$ cat src/weighted_box_merge_defines.svh
`ifndef WEIGHTED_BOX_MERGE_DEFINES_SVH
`define WEIGHTED_BOX_MERGE_DEFINES_SVH

// Same-cycle implication, sampled on clock, off during reset.
`define WBM_ASSERT_IMPL(lbl, ante, cons, msg) \
   lbl: assert property (@(posedge clock) disable iff (reset) (ante) |-> (cons)) else $error(msg);

// Next-cycle implication, sampled on clock, off during reset.
`define WBM_ASSERT_NEXT(lbl, ante, cons, msg) \
   lbl: assert property (@(posedge clock) disable iff (reset) (ante) |=> (cons)) else $error(msg);

`endif

$ cat src/wbm_ram.sv
`timescale 1ns / 1ps
module wbm_ram #(
   parameter int WIDTH = 8,
   parameter int DEPTH = 64
) (
   input  logic                     clock,
   input  logic                     wr_en,
   input  logic [$clog2(DEPTH)-1:0] wr_addr,
   input  logic [WIDTH-1:0]         wr_data,
   input  logic [$clog2(DEPTH)-1:0] rd_addr,
   output logic [WIDTH-1:0]         rd_data
);

   logic [WIDTH-1:0] mem_ff [DEPTH];
   logic [WIDTH-1:0] rd_data_ff;

   always_ff @(posedge clock) begin
      if (wr_en) begin
         mem_ff[wr_addr] <= wr_data;
      end
      rd_data_ff <= mem_ff[rd_addr];
   end

   assign rd_data = rd_data_ff;

endmodule

$ cat config.mk
export PLATFORM = sky130hd
export DESIGN_NAME = wbm_ram
export DESIGN_NICKNAME = d
export VERILOG_FILES = /design/src/weighted_box_merge_defines.svh /design/src/wbm_ram.sv
export SDC_FILE = /design/constraint.sdc
export NUM_CORES = 1
export LEC_CHECK = 0
export ABC_AREA = 1
export BUFFER_PORTS_ARGS = -buffer_cell sky130_fd_sc_hd__buf_2
export CORE_AREA = 2 2 221 223
export CTS_BUF_LIST = sky130_fd_sc_hd__clkbuf_4
export CTS_CLUSTER_SIZE = 10
export DETAILED_ROUTE_END_ITERATION = 12
export DIE_AREA = 0 0 223 225
export PLACE_DENSITY = 0.69
export SYNTH_ARGS = -nofsm -noshare
export SYNTH_HDL_FRONTEND = slang
export SYNTH_SLANG_ARGS = --single-unit
export TNS_END_PERCENT = 100
$ cat constraint.sdc
create_clock -name clock -period 2.32 [get_ports clock]
set_input_delay 0.116 -clock clock [delete_from_list [all_inputs] [get_ports clock]]
set_output_delay 0.116 -clock clock [all_outputs]
set_load 0.005 [all_outputs]
==> impl_results.md <==
* Sum of internal, switching and leakage power at 19.6 mW
* Horizontal die dimension at 223 µm
* Critical Path AT at 2.72 ns
* Synth top area cells: sky130_fd_sc_hd__edfxtp_1 72%, sky130_fd_sc_hd__nand2_1 11%, sky130_fd_sc_hd__nand3_1 10%, sky130_fd_sc_hd__buf_6 1.8%, sky130_fd_sc_hd__nor2_1 0.99%
* Clock latency reported for the late side of the worst-skew pair at 0.84 ns
* Switching Fraction at 23.1%
* Core region area at 0.0475 mm²
* Startpoint of the worst hold path: wr_en
* Max incr delay on CP at 0.77 ns
* Remaining antenna violation count after routing at 0
* Maximum fanout encountered on the critical timing path at 32
* Predominant post-synthesis flop cell: sky130_fd_sc_hd__edfxtp_1
* Starting utilization of the core area at 44.9%
* Internal power of the cells at 15.1 mW
* Average routed wire per standard cell at 20.6 µm
* FF-to-FF setup slack at 0.40 ns
* Cell Rows at 80
* Final hold violation count at 0
* Number of synthesized register bits at 520
* Count of cell types in the netlist at 16
* Clock Skews at 0.0624 ns
* Category of the most critical setup path: input pin to flip-flop
* Most numerous cell in the Yosys netlist: sky130_fd_sc_hd__nand2_1
* Number of antenna violations at the first check in global routing at 7
* Asr flop ratio synth at 0%
* Maxcap violations at 0
* Layout cell share with drive strength beyond 1 at 16.5%
* Via count at 14852
* Iteration count of the initial detailed-routing pass at 9
* Leak at 9.10 nW
* Power density normalized to cell area at 805 mW/mm²
* Post-CTS Setup Repair Bufs at 0
* Die outline area at 0.0502 mm²
* Maximum clock path buffer count at 3
* Crit path launch type: input pin
* Maximum number of pins on one net before global-route repair at 161
* Setup repair after global routing missed its margin: no
* RD Place Congestion at 0.929
* Total Nets Final at 2004
* Number of buffers inserted for hold repair after clock tree synthesis at 20
* CP cell instances: dlygate4sd3_1 > buf_2 > inv_1 > nand2_1 > nand3_1 > nand3_1 > dlygate4sd3_1 > nand2_1
* Total of fill cells in the finished design at 4015
* Number of buffers inserted during clock tree synthesis at 132
* Number of nets produced by synthesis at 1827
* Transition at the pin with the smallest max-transition slack at 1.07 ns
* Post-Syn Instances at 1805
* End of the worst register-to-register path: rd_data[0]
* Routed wire length at 55.6 mm
* DIE HEIGHT at 225 µm
* Setup violators final at 0
* Minimum period implied by the final worst setup slack at 1.93 ns
* Total overflow reported by the global router at 0
* Proportion of synthesized chip area in sequential cells at 72.8%
* Via-to-Cell Ratio at 5.51
* DP HPWL at 32.7 mm
* Cell type with the highest aggregate area in the netlist: sky130_fd_sc_hd__edfxtp_1
* Share of total power in combinational logic at 6.6%
* Hold/Removal Path Class: input pin to flip-flop
* Yosys warning count at 0
* Yosys top cell area share at 72.0%
* Buffers on Ports at 29
* Worst voltage drop across the vdd grid at 0.000367 V
* Global-route wire length before repair at 83.9 mm
* Result of the run: finished clean
* Maximum level of the CTS H-tree at 4
* Clk pin slew, worst setup/hold paths at 0.07 ns
* Cell depth of the worst flop-to-flop path at 9
* Critical path data required time at 3.11 ns
* Root Driver: sky130_fd_sc_hd__clkbuf_4
* Num ports at 30
* Clock network power share at 40.2%
* Max-slew violations at 0
* Area growth from synthesis to layout at 14.4%
* Fmax at 519 MHz
* Sink count of the clock tree at 520
* Worst setup path endpoint: rd_data[0]
* Setup crit end kind: flip-flop
* Iteration-0 DRC Markers at 1902
* Reg2Reg Launch Point: mem_ff[39][0]
* Synthesized cell area at 0.0213 mm²
* Commonest cells post-synth: 648 x sky130_fd_sc_hd__nand2_1, 512 x sky130_fd_sc_hd__edfxtp_1, 439 x sky130_fd_sc_hd__nand3_1
* Highest-delay cell along the critical path: sky130_fd_sc_hd__inv_1
* Slew HR at 28.7%
* Per-instance average area after synthesis at 11.8 µm²
* CTS resizes at 0
* Sum of negative setup slack at 0 ns
* CP startpoint: rd_addr[3]
* Final period utilization at 83.1%
* Clock tree from TritonCTS: done
* Number of global-route vias before repair at 14514
* Global-route usage over all layers at 22.3%
* EDFF count, synth at 512
* Total net switching power at 4.53 mW
* DRC Markers at 0
* Relative contribution of sequential cells to total power at 53.1%
==> metrics by stage <==
step	instance area, µm²	setup WS, ns	util (%)	hold WS, ns	std cells
after floorplan	21300	0.438	-	0.215	1805
after detailed placement	22500	0.385	47.3	0.494	2443
after global placement	22500	0.414	47.3	0.503	2443
final	24400	0.392	51.4	0.0764	2695
after global routing	24400	0.330	51.3	0.0649	2694
after CTS	24400	0.509	51.3	0.00669	2693
==> cells in the final DEF (no fill, tap or decap) <==
cell type                       count
sky130_fd_sc_hd__buf_12            18
sky130_fd_sc_hd__buf_2             27
sky130_fd_sc_hd__buf_4             90
sky130_fd_sc_hd__buf_6              1
sky130_fd_sc_hd__bufinv_16          5
sky130_fd_sc_hd__clkbuf_4         193
sky130_fd_sc_hd__clkinv_1          26
sky130_fd_sc_hd__clkinv_2           2
sky130_fd_sc_hd__clkinvlp_4         1
sky130_fd_sc_hd__dfxtp_1            8
sky130_fd_sc_hd__diode_2            2
sky130_fd_sc_hd__dlygate4sd3_1     20
sky130_fd_sc_hd__edfxtp_1         512
sky130_fd_sc_hd__inv_1              9
sky130_fd_sc_hd__inv_2              4
sky130_fd_sc_hd__inv_4              1
sky130_fd_sc_hd__inv_6              1
sky130_fd_sc_hd__nand2_1          648
sky130_fd_sc_hd__nand3_1          439
sky130_fd_sc_hd__nand4_1            9
sky130_fd_sc_hd__nor2_1            56
sky130_fd_sc_hd__nor4_1             8
==> cell type report <==
cell class / count / area (µm²) / share of cell area, %
multi-input cells: 1160 / 4950 / 20.3
well taps: 615 / 769 / 3.15
diodes: 2 / 5.00 / 0.0205
clock buffers: 193 / 1450 / 5.93
clock inverters: 37 / 277 / 1.13
flip-flops and latches: 520 / 15500 / 63.6
repair buffers: 156 / 1380 / 5.66
inverters: 12 / 52.6 / 0.215
==> worst min-delay path by stage <==
stage,endpoint,depth (start not counted)
floorplan,mem_ff[0][0],0
global placement,rd_data[4],3
detailed placement,rd_data[5],3
CTS,mem_ff[60][1],4
global route,mem_ff[60][4],4
finish,mem_ff[60][4],4
==> worst max-delay path, delay by kind of cell <==
kind / cells / cell delay, ns
buffers and inverters: 4 / 2.01
and+or+nand+nor: 4 / 0.57
==> per-layer routing <==
metal	wire, µm	vias up	track usage [%]
met4	1660	8	8.55
met1	22300	7106	29.6
li1	-	6790	-
met3	5940	132	6.28
met2	25600	816	34.9
met5	53	-	0
==> state kept, by name (all words and copies together), names as in the netlist <==
signal	flops
rd_data	8
mem_ff	512
==> kinds of logic (layout without fill, tap and decap cells) <==
| logic type | count (synthesis) | in the layout | synth area share (%) |
|---|---|---|---|
| AND/OR/NAND/NOR | 1160 | 1160 | 23.2 |
| flip-flops | 520 | 520 | 72.8 |
| buffers and inverters | 125 | 398 | 4.02 |
| other | 0 | 2 | 0 |
==> power by group through the flow <==
stage	sequential (mW)	combinational (mW)	clock, mW
final	10.4	1.30	7.91
after global routing	10.4	1.40	8.51
after CTS	10.4	1.28	8.05
after detailed placement	10.6	1.25	0
after global placement	10.6	1.23	0
after floorplan	10.6	0.731	0
Power figures use the tool's default switching activity.
