--- src/weighted_box_merge_defines.svh ---
`ifndef WEIGHTED_BOX_MERGE_DEFINES_SVH
`define WEIGHTED_BOX_MERGE_DEFINES_SVH

// Same-cycle implication, sampled on clock, off during reset.
`define WBM_ASSERT_IMPL(lbl, ante, cons, msg) \
   lbl: assert property (@(posedge clock) disable iff (reset) (ante) |-> (cons)) else $error(msg);

// Next-cycle implication, sampled on clock, off during reset.
`define WBM_ASSERT_NEXT(lbl, ante, cons, msg) \
   lbl: assert property (@(posedge clock) disable iff (reset) (ante) |=> (cons)) else $error(msg);

`endif

--- src/wbm_pkg.sv ---
`timescale 1ns / 1ps
package wbm_pkg;

   localparam int MAX_BOXES_DEF = 64;
   localparam int COORD_W       = 13;
   localparam int CLASS_W       = 7;
   localparam int SCORE_W       = 16;
   localparam int SUM_W         = 36;
   localparam int ACC_W         = 23;
   localparam int OUT_SCORE_W   = 22;
   localparam int DIV_STEPS     = 36;
   localparam logic [SCORE_W-1:0] THRESH_RESET = 16'd32768;
   localparam logic REG_IOU_THRESH = 1'b0;

   typedef struct packed {
      logic signed [COORD_W-1:0] lx;
      logic signed [COORD_W-1:0] ty;
      logic signed [COORD_W-1:0] rx;
      logic signed [COORD_W-1:0] by;
   } box_type;

   typedef struct packed {
      logic                      start;
      logic signed [SUM_W-1:0]   dividend;
      logic        [ACC_W-1:0]   divisor;
   } div_req_type;

   typedef enum logic [3:0] {
      S_IDLE, S_G_RD, S_G_CHK, S_C_RD, S_C_DATA, S_C_WAIT,
      S_A_START, S_A_RD, S_A_DATA, S_A_ADD,
      S_D_GO, S_D_WAIT, S_EMIT, S_OUT
   } state_type;

endpackage

--- src/wbm_iou.sv ---
`timescale 1ns / 1ps
module wbm_iou import wbm_pkg::*; (
   input  logic               clock,
   input  logic               reset,
   input  logic               in_valid,
   input  box_type            lead,
   input  box_type            cand,
   input  logic [SCORE_W-1:0] thresh,
   output logic               out_valid,
   output logic               merge
);

   // stage 1: extents
   logic               v1_ff, v2_ff, v3_ff, v4_ff;
   logic               d1_ff, d2_ff, d3_ff, d4_ff;
   logic signed [13:0] iw_ff, ih_ff, wa_ff, ha_ff, wb_ff, hb_ff;
   logic signed [13:0] iw_in, ih_in, wa_in, ha_in, wb_in, hb_in;
   logic signed [13:0] minr, maxl, minb, maxt;
   logic               d1_in;
   // stage 2: products
   logic signed [27:0] inter_ff, aa_ff, ab_ff;
   // stage 3: union
   logic signed [29:0] uni_ff, uni4_ff, uni_in;
   logic signed [43:0] lhs_ff, lhs4_ff;
   // stage 4: threshold product
   logic signed [16:0] thr_s;
   logic signed [46:0] rhs_ff;
   logic signed [47:0] lhs_x, rhs_x;

   always_comb begin
      minr  = (lead.rx < cand.rx) ? {lead.rx[12], lead.rx} : {cand.rx[12], cand.rx};
      maxl  = (lead.lx > cand.lx) ? {lead.lx[12], lead.lx} : {cand.lx[12], cand.lx};
      minb  = (lead.by < cand.by) ? {lead.by[12], lead.by} : {cand.by[12], cand.by};
      maxt  = (lead.ty > cand.ty) ? {lead.ty[12], lead.ty} : {cand.ty[12], cand.ty};
      iw_in = minr - maxl;
      ih_in = minb - maxt;
      wa_in = {lead.rx[12], lead.rx} - {lead.lx[12], lead.lx};
      ha_in = {lead.by[12], lead.by} - {lead.ty[12], lead.ty};
      wb_in = {cand.rx[12], cand.rx} - {cand.lx[12], cand.lx};
      hb_in = {cand.by[12], cand.by} - {cand.ty[12], cand.ty};
      d1_in = (lead.ty > cand.by) || (cand.ty > lead.by) ||
              (lead.lx > cand.rx) || (cand.lx > lead.rx);
      uni_in = {{2{aa_ff[27]}}, aa_ff} + {{2{ab_ff[27]}}, ab_ff} -
               {{2{inter_ff[27]}}, inter_ff};
      thr_s  = {1'b0, thresh};
   end

   always_ff @(posedge clock) begin
      if (reset) begin
         v1_ff <= 1'b0;
         v2_ff <= 1'b0;
         v3_ff <= 1'b0;
         v4_ff <= 1'b0;
      end else begin
         v1_ff <= in_valid;
         v2_ff <= v1_ff;
         v3_ff <= v2_ff;
         v4_ff <= v3_ff;
      end
      iw_ff    <= iw_in;
      ih_ff    <= ih_in;
      wa_ff    <= wa_in;
      ha_ff    <= ha_in;
      wb_ff    <= wb_in;
      hb_ff    <= hb_in;
      d1_ff    <= d1_in;
      inter_ff <= iw_ff * ih_ff;
      aa_ff    <= wa_ff * ha_ff;
      ab_ff    <= wb_ff * hb_ff;
      d2_ff    <= d1_ff;
      uni_ff   <= uni_in;
      lhs_ff   <= {inter_ff, 16'b0};
      d3_ff    <= d2_ff;
      rhs_ff   <= thr_s * uni_ff;
      uni4_ff  <= uni_ff;
      lhs4_ff  <= lhs_ff;
      d4_ff    <= d3_ff;
   end

   always_comb begin
      lhs_x = {{4{lhs4_ff[43]}}, lhs4_ff};
      rhs_x = {rhs_ff[46], rhs_ff};
      merge = !d4_ff && (uni4_ff != '0) &&
              (uni4_ff[29] ? (lhs_x < rhs_x) : (lhs_x > rhs_x));
   end

   assign out_valid = v4_ff;

endmodule

--- config.mk ---
export PLATFORM = sky130hd
export DESIGN_NAME = wbm_iou
export DESIGN_NICKNAME = d
export VERILOG_FILES = /design/src/weighted_box_merge_defines.svh /design/src/wbm_pkg.sv /design/src/wbm_iou.sv
export SDC_FILE = /design/constraint.sdc
export NUM_CORES = 2
export LEC_CHECK = 0
export CAP_MARGIN = 5
export CORE_ASPECT_RATIO = 1.75
export CORE_MARGIN = 2
export CORE_UTILIZATION = 45
export CTS_CLUSTER_DIAMETER = 100
export DETAILED_ROUTE_END_ITERATION = 10
export DONT_BUFFER_PORTS = 1
export GPL_TIMING_DRIVEN = 0
export PLACE_DENSITY = 0.61
export SLEW_MARGIN = 10
export SYNTH_ARGS = -nofsm -noshare
export SYNTH_HDL_FRONTEND = slang
export SYNTH_SLANG_ARGS = --single-unit
--- constraint.sdc ---
create_clock -name clock -period 12.25 [get_ports clock]
set_input_delay 2.45 -clock clock [delete_from_list [all_inputs] [get_ports clock]]
set_output_delay 2.45 -clock clock [all_outputs]
set_load 0.02 [all_outputs]
==> results.toml <==
[clock_network]
post_cts_buffers = 0
cts_hold_buf = 0
root_buffer = "clkbuf_16"
cts.htree.levels = 2
post_cts_resized = 0
numCtsBuffers = 35
cts_sinks = 339
clk_latency_ns = 0.57
clk_pin_slew_ns = 0.07
cts_max_path_buffers = 3
cts_tree = "built"

[placement]
hpwl_mm = 138.5
place.gp.congestion = 0.9695
place_ws_ns = 1.888
port_buffers = 0

[critical_path]
cp.arrival_ns = 10.24
critPathKind = "input port to flop"
worstPathCellList = "clkbuf_1, nand2_1, fa_1, fa_1, inv_1, fa_1, fa_1, fa_1, inv_1, fa_1, inv_1, ha_1, clkbuf_1, nand3_1, nor2_1, nand4_1, o32ai_1, o31ai_1, a21oi_1, mux2i_1, nand4_1"
crit_family = "adder cells"
max_stage_delay_ns = 0.98
path_buf_inv = 5
r2r_slack_ns = 4.13
worstPathRequired_ns = 12.68
cp_max_fo = 10
slowest_stage = "o32ai_1"
endpoint_kind = "flop"
crit_top_cell = "fa_1"
cp-start-kind = "input port"

[synthesis]
async_flop_share_pct = 0
yosys_warnings = 0
synth_edf_count = 0
syn_nets = 7812
syn_area_per_cell_um2 = 9.199
ys_seq_elements = 339
synthCells = 6054
ys_types = 73
synth_area_mm2 = 0.05569
synth_ff_type = "dfxtp_1"
ys_seq_area_share_pct = 12.19

[routing]
drcViolationCount = 0
drt_first_pass_iters = 5
highest_layer = "met5"
viasPerCell = 5.131
wl_met2_mm = 87.26
dr_wl_met3_mm = 6.242
totalWireLength_mm = 158.8
wl_met1_mm = 51.83
wl_per_cell_um = 20.48
first_iter_violations = 1754
vias = 39779
ant_nets = 0

[finish]
drive_above_1_share_pct = 1.537
final_net_count = 7849
layout_common_cells = "1495 x inv_1, 1080 x fa_1, 592 x nand2_1, 555 x ha_1, 527 x and2_1"
area_delta_synth_final_pct = 5.808
layout_commonest_cell = "inv_1"

[timing]
tns_ns = 0
finalHoldViolCount = 0
drv_slew = 0
max_slew.worst_pin.slew_ns = 1.187
worst_clock_skew_ns = 0.02002
min_period_over_period_pct = 80.05
slew_headroom_pct = 20.65
layout_setup_ws_ns = 2.444
hold_slack_ns = 0.3205
period_needed_ns = 9.806
clock.fmax_mhz = 102.0
setup_viol = 0
rsz0062_at_grt = "no"

[floorplan]
die_w_um = 269.9
die_y_um = 469.4
io-pin-count = 125
coreArea_mm2 = 0.1227
initial_core_util_pct = 45.38
die_area_mm2 = 0.1267
placementRows = 170

[global_route]
grt_usage_pct = 26.00
grt_pass1_vias = 45422
grt_max_degree = 18
grt_pass1_wl_mm = 251.4
grt-ovfl-total = 0
antenna_found_initial = 5

[worst_hold_path]
hp-class = "flop to flop"

[run]
drv_cap = 0

[status]
status = "finished clean"
## final cells by class
class                      instances  area, um2
antenna                            3      7.507
buffer                           170      644.4
clock buffer                      47       1012
clock inverter                    15      170.2
fill                           11839      63800
inverter                        1495       5612
multi-input combinational       4050      42650
sequential                       339       6787
tap                             1634       2044
## Yosys cell counts, types with 39 or more instances
cell type	instances	share of area, %
nand3_1	60	0.54
inv_1	1495	10
o21ai_0	110	0.99
mux2i_1	57	1.0
o21a_1	39	0.53
fa_1	1080	39
nor2b_1	51	0.57
xnor2_1	166	2.6
a21o_1	74	1.0
xor2_1	52	0.82
nor2_1	164	1.1
ha_1	555	12
and2_1	527	5.9
dfxtp_1	339	12
clkbuf_1	165	1.1
a21oi_1	138	1.2
nor3_1	54	0.49
nand2_1	592	4.0
## flip-flops by register name (all words and copies together), names as in the netlist, 14 cells and up
register  count
uni_ff       30
rhs_ff       47
wa_ff        14
wb_ff        14
ab_ff        28
uni4_ff      30
ha_ff        14
lhs_ff       28
ih_ff        14
lhs4_ff      28
inter_ff     28
aa_ff        28
iw_ff        14
hb_ff        14
## worst register-to-register path, delay by kind of cell, from the launching register on
family,cells,cell delay (ns)
compound gates,3,1.42
mux,1,0.24
buf+inv,5,1.23
simple gates,5,1.03
flops,1,0.49
fa+ha+maj,7,3.56
## final timing paths
kind,to,from,depth (start not counted)
worst max-delay path,rhs_ff[46],thresh[2],21
worst max register to register,rhs_ff[46],uni_ff[29],21
worst min-delay path,lhs4_ff[24],lhs_ff[24],0
worst min register to register,lhs4_ff[24],lhs_ff[24],0
## metrics by stage
step	util, %	cell area, um2	std cells
floorplan	-	55690	6054
global placement	47.04	57740	7688
detailed placement	47.04	57740	7688
CTS	48.01	58920	7750
global route	48.01	58920	7752
finish	48.01	58930	7753
## kinds of logic (layout without fill, tap and decap cells)
group / after synthesis / in the layout / synth area share, %
buf+inv: 1665 / 1727 / 11.23
fa+ha+maj: 1635 / 1635 / 51.29
simple gates: 1595 / 1595 / 14.35
compound gates: 544 / 544 / 6.464
flops: 339 / 339 / 12.19
xor+xnor: 218 / 218 / 3.428
mux: 58 / 58 / 1.045
other cells: 0 / 3 / 0
## layer usage
| layer | global-route usage, % | vias up |
|---|---|---|
| met1 | 24.81 | 20040 |
| li1 | - | 18316 |
| met3 | 3.163 | 462 |
| met4 | 17.99 | 6 |
| met5 | 0 | - |
| met2 | 50.82 | 955 |
Power is left out: the tool's default activity adds up to more than one toggle a clock period on the data nets, which glitch-free logic cannot reach.
