File: config.mk
export PLATFORM = sky130hd
export DESIGN_NAME = wbm_div
export DESIGN_NICKNAME = d
export VERILOG_FILES = /design/src/weighted_box_merge_defines.svh /design/src/wbm_pkg.sv /design/src/wbm_div.sv
export SDC_FILE = /design/constraint.sdc
export NUM_CORES = 1
export LEC_CHECK = 0
export ABC_AREA = 1
export BUFFER_PORTS_ARGS = -buffer_cell sky130_fd_sc_hd__buf_2
export CAP_MARGIN = 20
export CORE_MARGIN = 1
export CORE_UTILIZATION = 59
export DETAILED_ROUTE_END_ITERATION = 10
export GPL_TIMING_DRIVEN = 0
export PLACE_DENSITY_LB_ADDON = 0.15
export SYNTH_ARGS = -nofsm -noshare
export SYNTH_HDL_FRONTEND = slang
export SYNTH_SLANG_ARGS = --single-unit
File: constraint.sdc
create_clock -name clock -period 2.4 [get_ports clock]
set_clock_uncertainty 0.15 [all_clocks]
set_input_delay 0.24 -clock clock [delete_from_list [all_inputs] [get_ports clock]]
set_output_delay 0.24 -clock clock [all_outputs]
set_load 0.05 [all_outputs]
File: src/weighted_box_merge_defines.svh
`ifndef WEIGHTED_BOX_MERGE_DEFINES_SVH
`define WEIGHTED_BOX_MERGE_DEFINES_SVH

// Same-cycle implication, sampled on clock, off during reset.
`define WBM_ASSERT_IMPL(lbl, ante, cons, msg) \
   lbl: assert property (@(posedge clock) disable iff (reset) (ante) |-> (cons)) else $error(msg);

// Next-cycle implication, sampled on clock, off during reset.
`define WBM_ASSERT_NEXT(lbl, ante, cons, msg) \
   lbl: assert property (@(posedge clock) disable iff (reset) (ante) |=> (cons)) else $error(msg);

`endif

File: src/wbm_pkg.sv
`timescale 1ns / 1ps
package wbm_pkg;

   localparam int MAX_BOXES_DEF = 64;
   localparam int COORD_W       = 13;
   localparam int CLASS_W       = 7;
   localparam int SCORE_W       = 16;
   localparam int SUM_W         = 36;
   localparam int ACC_W         = 23;
   localparam int OUT_SCORE_W   = 22;
   localparam int DIV_STEPS     = 36;
   localparam logic [SCORE_W-1:0] THRESH_RESET = 16'd32768;
   localparam logic REG_IOU_THRESH = 1'b0;

   typedef struct packed {
      logic signed [COORD_W-1:0] lx;
      logic signed [COORD_W-1:0] ty;
      logic signed [COORD_W-1:0] rx;
      logic signed [COORD_W-1:0] by;
   } box_type;

   typedef struct packed {
      logic                      start;
      logic signed [SUM_W-1:0]   dividend;
      logic        [ACC_W-1:0]   divisor;
   } div_req_type;

   typedef enum logic [3:0] {
      S_IDLE, S_G_RD, S_G_CHK, S_C_RD, S_C_DATA, S_C_WAIT,
      S_A_START, S_A_RD, S_A_DATA, S_A_ADD,
      S_D_GO, S_D_WAIT, S_EMIT, S_OUT
   } state_type;

endpackage

File: src/wbm_div.sv
`timescale 1ns / 1ps
module wbm_div import wbm_pkg::*; (
   input  logic               clock,
   input  logic               reset,
   input  div_req_type        req,
   output logic               done,
   output logic [COORD_W-1:0] quotient
);

   localparam int CNT_W = $clog2(DIV_STEPS + 1);

   logic             busy_ff, busy_in, done_ff, done_in, neg_ff, neg_in;
   logic [SUM_W-1:0] quo_ff, quo_in;
   logic [ACC_W-1:0] rem_ff, rem_in;
   logic [CNT_W-1:0] cnt_ff, cnt_in;
   logic [ACC_W:0]   trial;
   logic [ACC_W+1:0] diff;
   logic             ge;

   always_comb begin
      trial   = {rem_ff, quo_ff[SUM_W-1]};
      diff    = {1'b0, trial} - {2'b0, req.divisor};
      ge      = !diff[ACC_W+1];
      busy_in = busy_ff;
      done_in = 1'b0;
      neg_in  = neg_ff;
      quo_in  = quo_ff;
      rem_in  = rem_ff;
      cnt_in  = cnt_ff;
      if (req.start) begin
         neg_in  = req.dividend[SUM_W-1];
         quo_in  = req.dividend[SUM_W-1] ? SUM_W'(-req.dividend) : req.dividend;
         rem_in  = '0;
         cnt_in  = CNT_W'(DIV_STEPS);
         busy_in = 1'b1;
      end else if (busy_ff) begin
         rem_in = ge ? diff[ACC_W-1:0] : trial[ACC_W-1:0];
         quo_in = {quo_ff[SUM_W-2:0], ge};
         cnt_in = cnt_ff - 1'b1;
         if (cnt_ff == CNT_W'(1)) begin
            busy_in = 1'b0;
            done_in = 1'b1;
         end
      end
   end

   always_ff @(posedge clock) begin
      if (reset) begin
         busy_ff <= 1'b0;
         done_ff <= 1'b0;
      end else begin
         busy_ff <= busy_in;
         done_ff <= done_in;
      end
      neg_ff <= neg_in;
      quo_ff <= quo_in;
      rem_ff <= rem_in;
      cnt_ff <= cnt_in;
   end

   assign done     = done_ff;
   assign quotient = neg_ff ? COORD_W'(-quo_ff[COORD_W-1:0]) : quo_ff[COORD_W-1:0];

endmodule

==> qor.yml, run 1 <==
pwr-share-clk_pct: 33.4
p_seq_share_pct: 42.0
antenna_found_initial: 0
cts_buffers: 9
antenna_left: 0
syn_area_um2: 5860
power.switching_mw: 1.08
post-dp-hpwl_um: 11600
avgViaCountPerCell: 5.28
pre_cts_ws_ps: 8.00
drv_slew: 0
p_comb_share_pct: 24.5
ys_top_cells_by_count: "322 x nand2_1, 144 x inv_1, 93 x nor2_1"
placed_cells: 1134
yosysSeqAreaShare_pct: 29.6
max_freq_ghz: 0.411
r2r_cells: 13
wl_per_cell_um: 13.0
initial_core_util_pct: 62.2
rsz0062_at_grt: "yes"
r2r_start: "quo_ff[35]"
start_kind: "flip-flop"
yosysUniqueCellTypes: 39
grt_pass1_vias: 5509
p_total_mw: 3.29
cp_max_fo: 3
hold_path.class: "primary input to flip-flop"
grt_pass1_wl_um: 24400
max-slew-margin-rel_pct: 46.8
finalWorstSetupSlack_ps: -32.1
yosysMostFrequentCell: "nand2_1"
remaining_drc_errors: 0
core-area_um2: 9420
place_congestion: 0.994
peakVddDrop_uv: 358
path_class: "flip-flop to primary output"
first_iter_violations: 295
grt_overflow_total: 0
clockBufferDepth: 2
power.density_nw_per_um2: 484
synth_ff_type: "edfxtp_1"
port_buffers: 75
outcome: "finished with violations"
clk_latency_ps: 350
nets: 1115
yosys.area.top_type: "nand2_1"
hold_viol: 0
leakagePower_nw: 3.53
die_area_um2: 10300
min_period_ps: 2430
required_ps: 2010
period_share_pct: 101
wl_um: 15100
synthTopCellsByArea: "nand2_1 21%, edfxtp_1 19%, dfxtp_1 11%"
final_cells: 1159
drive_gt1_share_pct: 13.6
rrSetupSlack_ps: 120
min_from: "req[59]"
synth_edf_count: 37
placementRows: 35
synthArstFlopShare_pct: 0
ys_ff_latch: 68
drtPass1Iterations: 5
ys.warnings.count: 0
worst_hold_path.endpoint: "neg_ff"
grt_max_degree: 21
diodes: 0
cts_tree: "done"
num_vias: 6121
htree_levels: 3
setup_violations: 2
synth_top_area_share_pct: 20.6
end_kind: "primary output"
avgSynthCellArea_um2: 6.30
violations: "setup timing"
drv_cap: 0
fin_setup_tns_ps: -37.4
fp.dieH_um: 102
grt_usage_pct: 30.4
pin_count: 76
fp.dieW_um: 102
critPathArrivalTime_ps: 2040
clockRootBuffer: "clkbuf_8"
cts_sinks: 68
p_int_mw: 2.22
synth_cells: 929
clk_pin_slew_ps: 80
swShare_pct: 32.7
synth_nets: 1019
worstHoldPathCells: 1
syn_to_final_growth_pct: 16.2
worstMarginPinSlew_ps: 798
worstReg2RegEnd: "rem_ff[16]"
[worst max-delay path, cell delays in order (launching register included)]
cell and delay, ps:
edfxtp_1 450, inv_2 100, ha_4 140, nand2_4 60
nor3_4 200, nand2_2 120, o31ai_4 230, xnor2_1 160
buf_4 230
[placed cells by master, fill, tap and decap left out, types with 9 or more instances in the layout]
cell / count
clkbuf_1: 15
inv_1: 142
nor2_1: 92
nand2_1: 320
nand4_1: 10
nand3_1: 69
xnor2_1: 18
a21oi_1: 21
ha_1: 26
edfxtp_1: 37
buf_4: 13
dfxtp_1: 31
xor2_1: 20
buf_2: 72
o21ai_0: 39
clkbuf_8: 9
[power groups by stage]
stage	clock, mW	sequential [mW]	combinational, mW
CTS	1.11	1.38	0.766
floorplan	0	1.39	0.539
global route	1.16	1.39	0.883
global placement	0	1.41	0.730
detailed placement	0	1.41	0.747
finish	1.10	1.38	0.807
[routing by layer]
layer	GRT usage, %	vias up	wire length [um]
met1	36.6	2726	6450
met5	0	-	0
li1	-	3126	-
met2	53.2	220	7270
met3	5.38	49	953
met4	12.9	0	452
[final cells by class]
class                           count  area, um2
Clock buffer                       12        178
Inverter                          144        541
Sequential cell                    68       1730
Clock inverter                      4       51.3
Buffer                             24        139
Fill cell                         863       2610
Multi-Input combinational cell    693       3510
Timing Repair Buffer               85        490
Tap cell                          129        161
[repair_timing]
| item | CTS | global route |
|---|---|---|
| pin swaps | 0 | 5 |
| gates resized for setup | 8 | 19 |
| endpoints found under the hold margin | 3 | 0 |
| hold buffers | 2 | 0 |
| setup endpoints to repair | 4 | 9 |
| setup buffers | 1 | 6 |
[logic make-up after synthesis]
group / synth area share (%)
AO/OA/AOI/OAI: 9.04
XOR/XNOR: 5.68
adder cells (fa/ha/maj): 6.11
buffers and inverters: 11.5
flip-flops: 29.6
AND/OR/NAND/NOR: 38.1
[worst max-delay path by stage]
stage | from | end | slack [ps] | cells after the start
after floorplan | quo_ff[2] | quotient[9] | 170 | 5
after global placement | req[0] | rem_ff[14] | 40 | 13
after detailed placement | quo_ff[35] | rem_ff[14] | 8 | 13
after CTS | quo_ff[1] | quotient[12] | 2 | 8
after global routing | quo_ff[0] | quotient[9] | -130 | 8
final | quo_ff[1] | quotient[12] | -30 | 8
[state kept, by name, summed over array words and instances (netlist names)]
register	cells
busy_ff	1
cnt_ff	6
done	1
neg_ff	1
quo_ff	36
rem_ff	23
[stage by stage]
stage               hold slack (ps)  utilization (%)  instance area, um2
floorplan                       166                -                5860
global placement                280             67.9                6390
finish                         55.2             72.3                6810
CTS                            45.1             71.1                6700
global route                   44.8             72.3                6810
detailed placement              280             68.2                6420
No activity file was read; power rests on OpenSTA's default activity.
==> run 2: changes to the inputs <==
CELL_PAD_IN_SITES_DETAIL_PLACEMENT = 0   (was unset)
CELL_PAD_IN_SITES_GLOBAL_PLACEMENT = 1   (was unset)
CORE_UTILIZATION = 41   (was 59)
REMOVE_ABC_BUFFERS = 1   (was unset)
==> run 2 against run 1 <==
Against the previous run:
- the run now ends clean
- final cell count rose by 2.8%
- critical path depth did not move
- non-clock buffer count fell by 23
- clock-buffer cell count rose by 1
- worst hold slack improved by 85 ps
==> qor.yml, run 2 (synthesis results as in run 1) <==
cts_tree: "done"  # unchanged
first_iter_violations: 318  # was 295
top_register: "quo_ff"  # unchanged
clockRootBuffer: "clkbuf_16"  # was clkbuf_8
core-area_um2: 13900  # was 9420 um2
drive_gt1_share_pct: 13.7  # was 13.6%
initial_core_util_pct: 42.2  # was 62.2%
regArea_um2: 1730  # unchanged
final_cell_mix: "318 x nand2_1, 141 x inv_1, 91 x nor2_1"  # was 320 x nand2_1, 142 x inv_1, 92 x nor2_1
htree_levels: 3  # unchanged
setup_violations: 0  # was 2
final_common_cell: "nand2_1"  # unchanged
peakVddDrop_uv: 283  # was 358 uV
diodes: 0  # unchanged
cpMaxStageDelayCell: "edfxtp_1"  # unchanged
hold_viol: 0  # unchanged
antenna_found_initial: 0  # unchanged
worstMarginPinSlew_ps: 872  # was 798 ps
fp.dieW_um: 122  # was 102 um
max_freq_ghz: 0.425  # was 0.411 GHz
pre_cts_ws_ps: -717  # was 8.00 ps
largest_reg_flops: 36  # unchanged
cts_buffers: 9  # unchanged
final_cells: 1191  # was 1,159
nets: 1096  # was 1,115
worstHoldPathCells: 3  # was 1
clockBufferDepth: 2  # unchanged
cts_sinks: 68  # unchanged
power.density_nw_per_um2: 516  # was 484 nW/um2
num_vias: 5804  # was 6,121
pin_count: 76  # unchanged
end_kind: "primary output"  # unchanged
reg.largest.list: "quo_ff (36), rem_ff (23), cnt_ff (6)"  # unchanged
fin_worst_hold_slack_ps: 140  # was 55.2 ps
outcome: "completed"  # was finished with violations
hold_path.class: "primary input to flip-flop"  # unchanged
critPathArrivalTime_ps: 1960  # was 2040 ps
drtPass1Iterations: 4  # was 5
grt_pass1_vias: 5552  # was 5,509
grt_pass1_wl_um: 26400  # was 24,400 um
period_share_pct: 98.0  # was 101%
grt_max_degree: 38  # was 21
fp.dieH_um: 122  # was 102 um
leakagePower_nw: 3.60  # was 3.53 nW
clk_pin_slew_ps: 60  # was 80 ps
placed_cells: 1163  # was 1,134
rsz0062_at_grt: "yes"  # unchanged
finalWorstSetupSlack_ps: 47.7  # was -32.1 ps
port_buffers: 75  # unchanged
post-dp-hpwl_um: 11700  # was 11,600 um
r2r_cells: 11  # was 13
max-slew-margin-rel_pct: 41.8  # was 46.8%
grt_usage_pct: 23.0  # was 30.4%
antenna_left: 0  # unchanged
required_ps: 2010  # about the same
cp_max_fo: 3  # unchanged
wl_um: 16000  # was 15,100 um
remaining_drc_errors: 0  # unchanged
syn_to_final_growth_pct: 18.4  # was 16.2%
wl_per_cell_um: 13.4  # was 13.0 um
clk_latency_ps: 340  # was 350 ps
cp_cell_sequence: "inv_2, ha_4, nand2_4, nor3_4, nand2_2, o31ai_4, xnor2_1, buf_4"  # unchanged
min_period_ps: 2350  # was 2430 ps
path_class: "flip-flop to primary output"  # unchanged
avgViaCountPerCell: 4.87  # was 5.28
die_area_um2: 14800  # was 10,300 um2
multi_input_area_um2: 3620  # was 3510 um2
grt_overflow_total: 0  # unchanged
drv_slew: 0  # unchanged
start_kind: "flip-flop"  # unchanged
place_congestion: 0.839  # was 0.994
drv_cap: 0  # unchanged
placementRows: 43  # was 35
fillCellCount: 1516  # was 863
cpPeakStageDelay_ps: 450  # about the same
==> run 2: changes by cell type in the layout (fill, tap and decap cells not counted), moves of 2 or more <==
cell / before / now
buf_4: 13 / 8
clkbuf_16: 2 / 9
clkbuf_1: 15 / 4
a21oi_1: 21 / 19
nand2_4: 1 / 3
buf_6: 2 / 0
inv_6: 2 / 0
nand3_4: 0 / 4
nand2_1: 320 / 318
clkbuf_8: 9 / 0
==> run 2: where the power goes <==
group	total (mW)	internal, mW	switching [mW]
Combinational	0.765	0.252	0.514
Clock	1.43	0.909	0.518
Sequential	1.39	1.33	0.0574
Total	3.58	2.49	1.09
==> run 2: cell type report <==
class,instances,share of cell area [%]
clock buffers,13,3.46
clock inverters,3,0.920
inverters,144,7.79
multi-input cells,697,52.2
flip-flops and latches,68,25.0
repair buffers,86,7.43
well taps,180,3.25
==> run 2: through the flow <==
stage | util [%] | power, mW | area (um2) | setup TNS, ps
floorplan | - | 1.91 | 5720 | -2760
global placement | 45.6 | 2.14 | 6320 | -82000
detailed placement | 46.0 | 2.15 | 6390 | -15800
CTS | 49.4 | 3.59 | 6850 | 0
global route | 50.0 | 3.75 | 6940 | -120
finish | 50.0 | 3.58 | 6940 | 0
==> run 2: timing repair <==
action                                  in CTS  in global routing
pin swaps                                    5                  6
endpoints found under the hold margin        2                  0
endpoints found under the setup margin      27                 23
hold buffers                                 1                  0
resized for setup                           14                 16
setup buffers                                4                  3
gates cloned                                 4                  0
==> run 2: path summary, 6_finish.rpt <==
path	from	to	slack [ps]
worst max-delay path	quo_ff[1]	quotient[12]	50
worst min-delay path	req[33]	quo_ff[10]	140
worst max register to register	quo_ff[35]	rem_ff[13]	130
worst min register to register	rem_ff[15]	rem_ff[15]	320
==> run 2: metal layers <==
metal | track usage (%) | share of wire, % | up-vias
met1 | 27.4 | 45 | 2573
met3 | 4.14 | 3.7 | 25
li1 | - | - | 3094
met2 | 41.4 | 49 | 112
met5 | 0 | 0 | -
met4 | 7.25 | 2.5 | 0
==> run 2: critical path: cells and delay by family (launching register included) <==
kind            cells  cell delay (ps)
compound gates      1              180
xor+xnor            1              150
fa+ha+maj           1              150
buf+inv             2              340
flops               1              450
simple gates        3              350
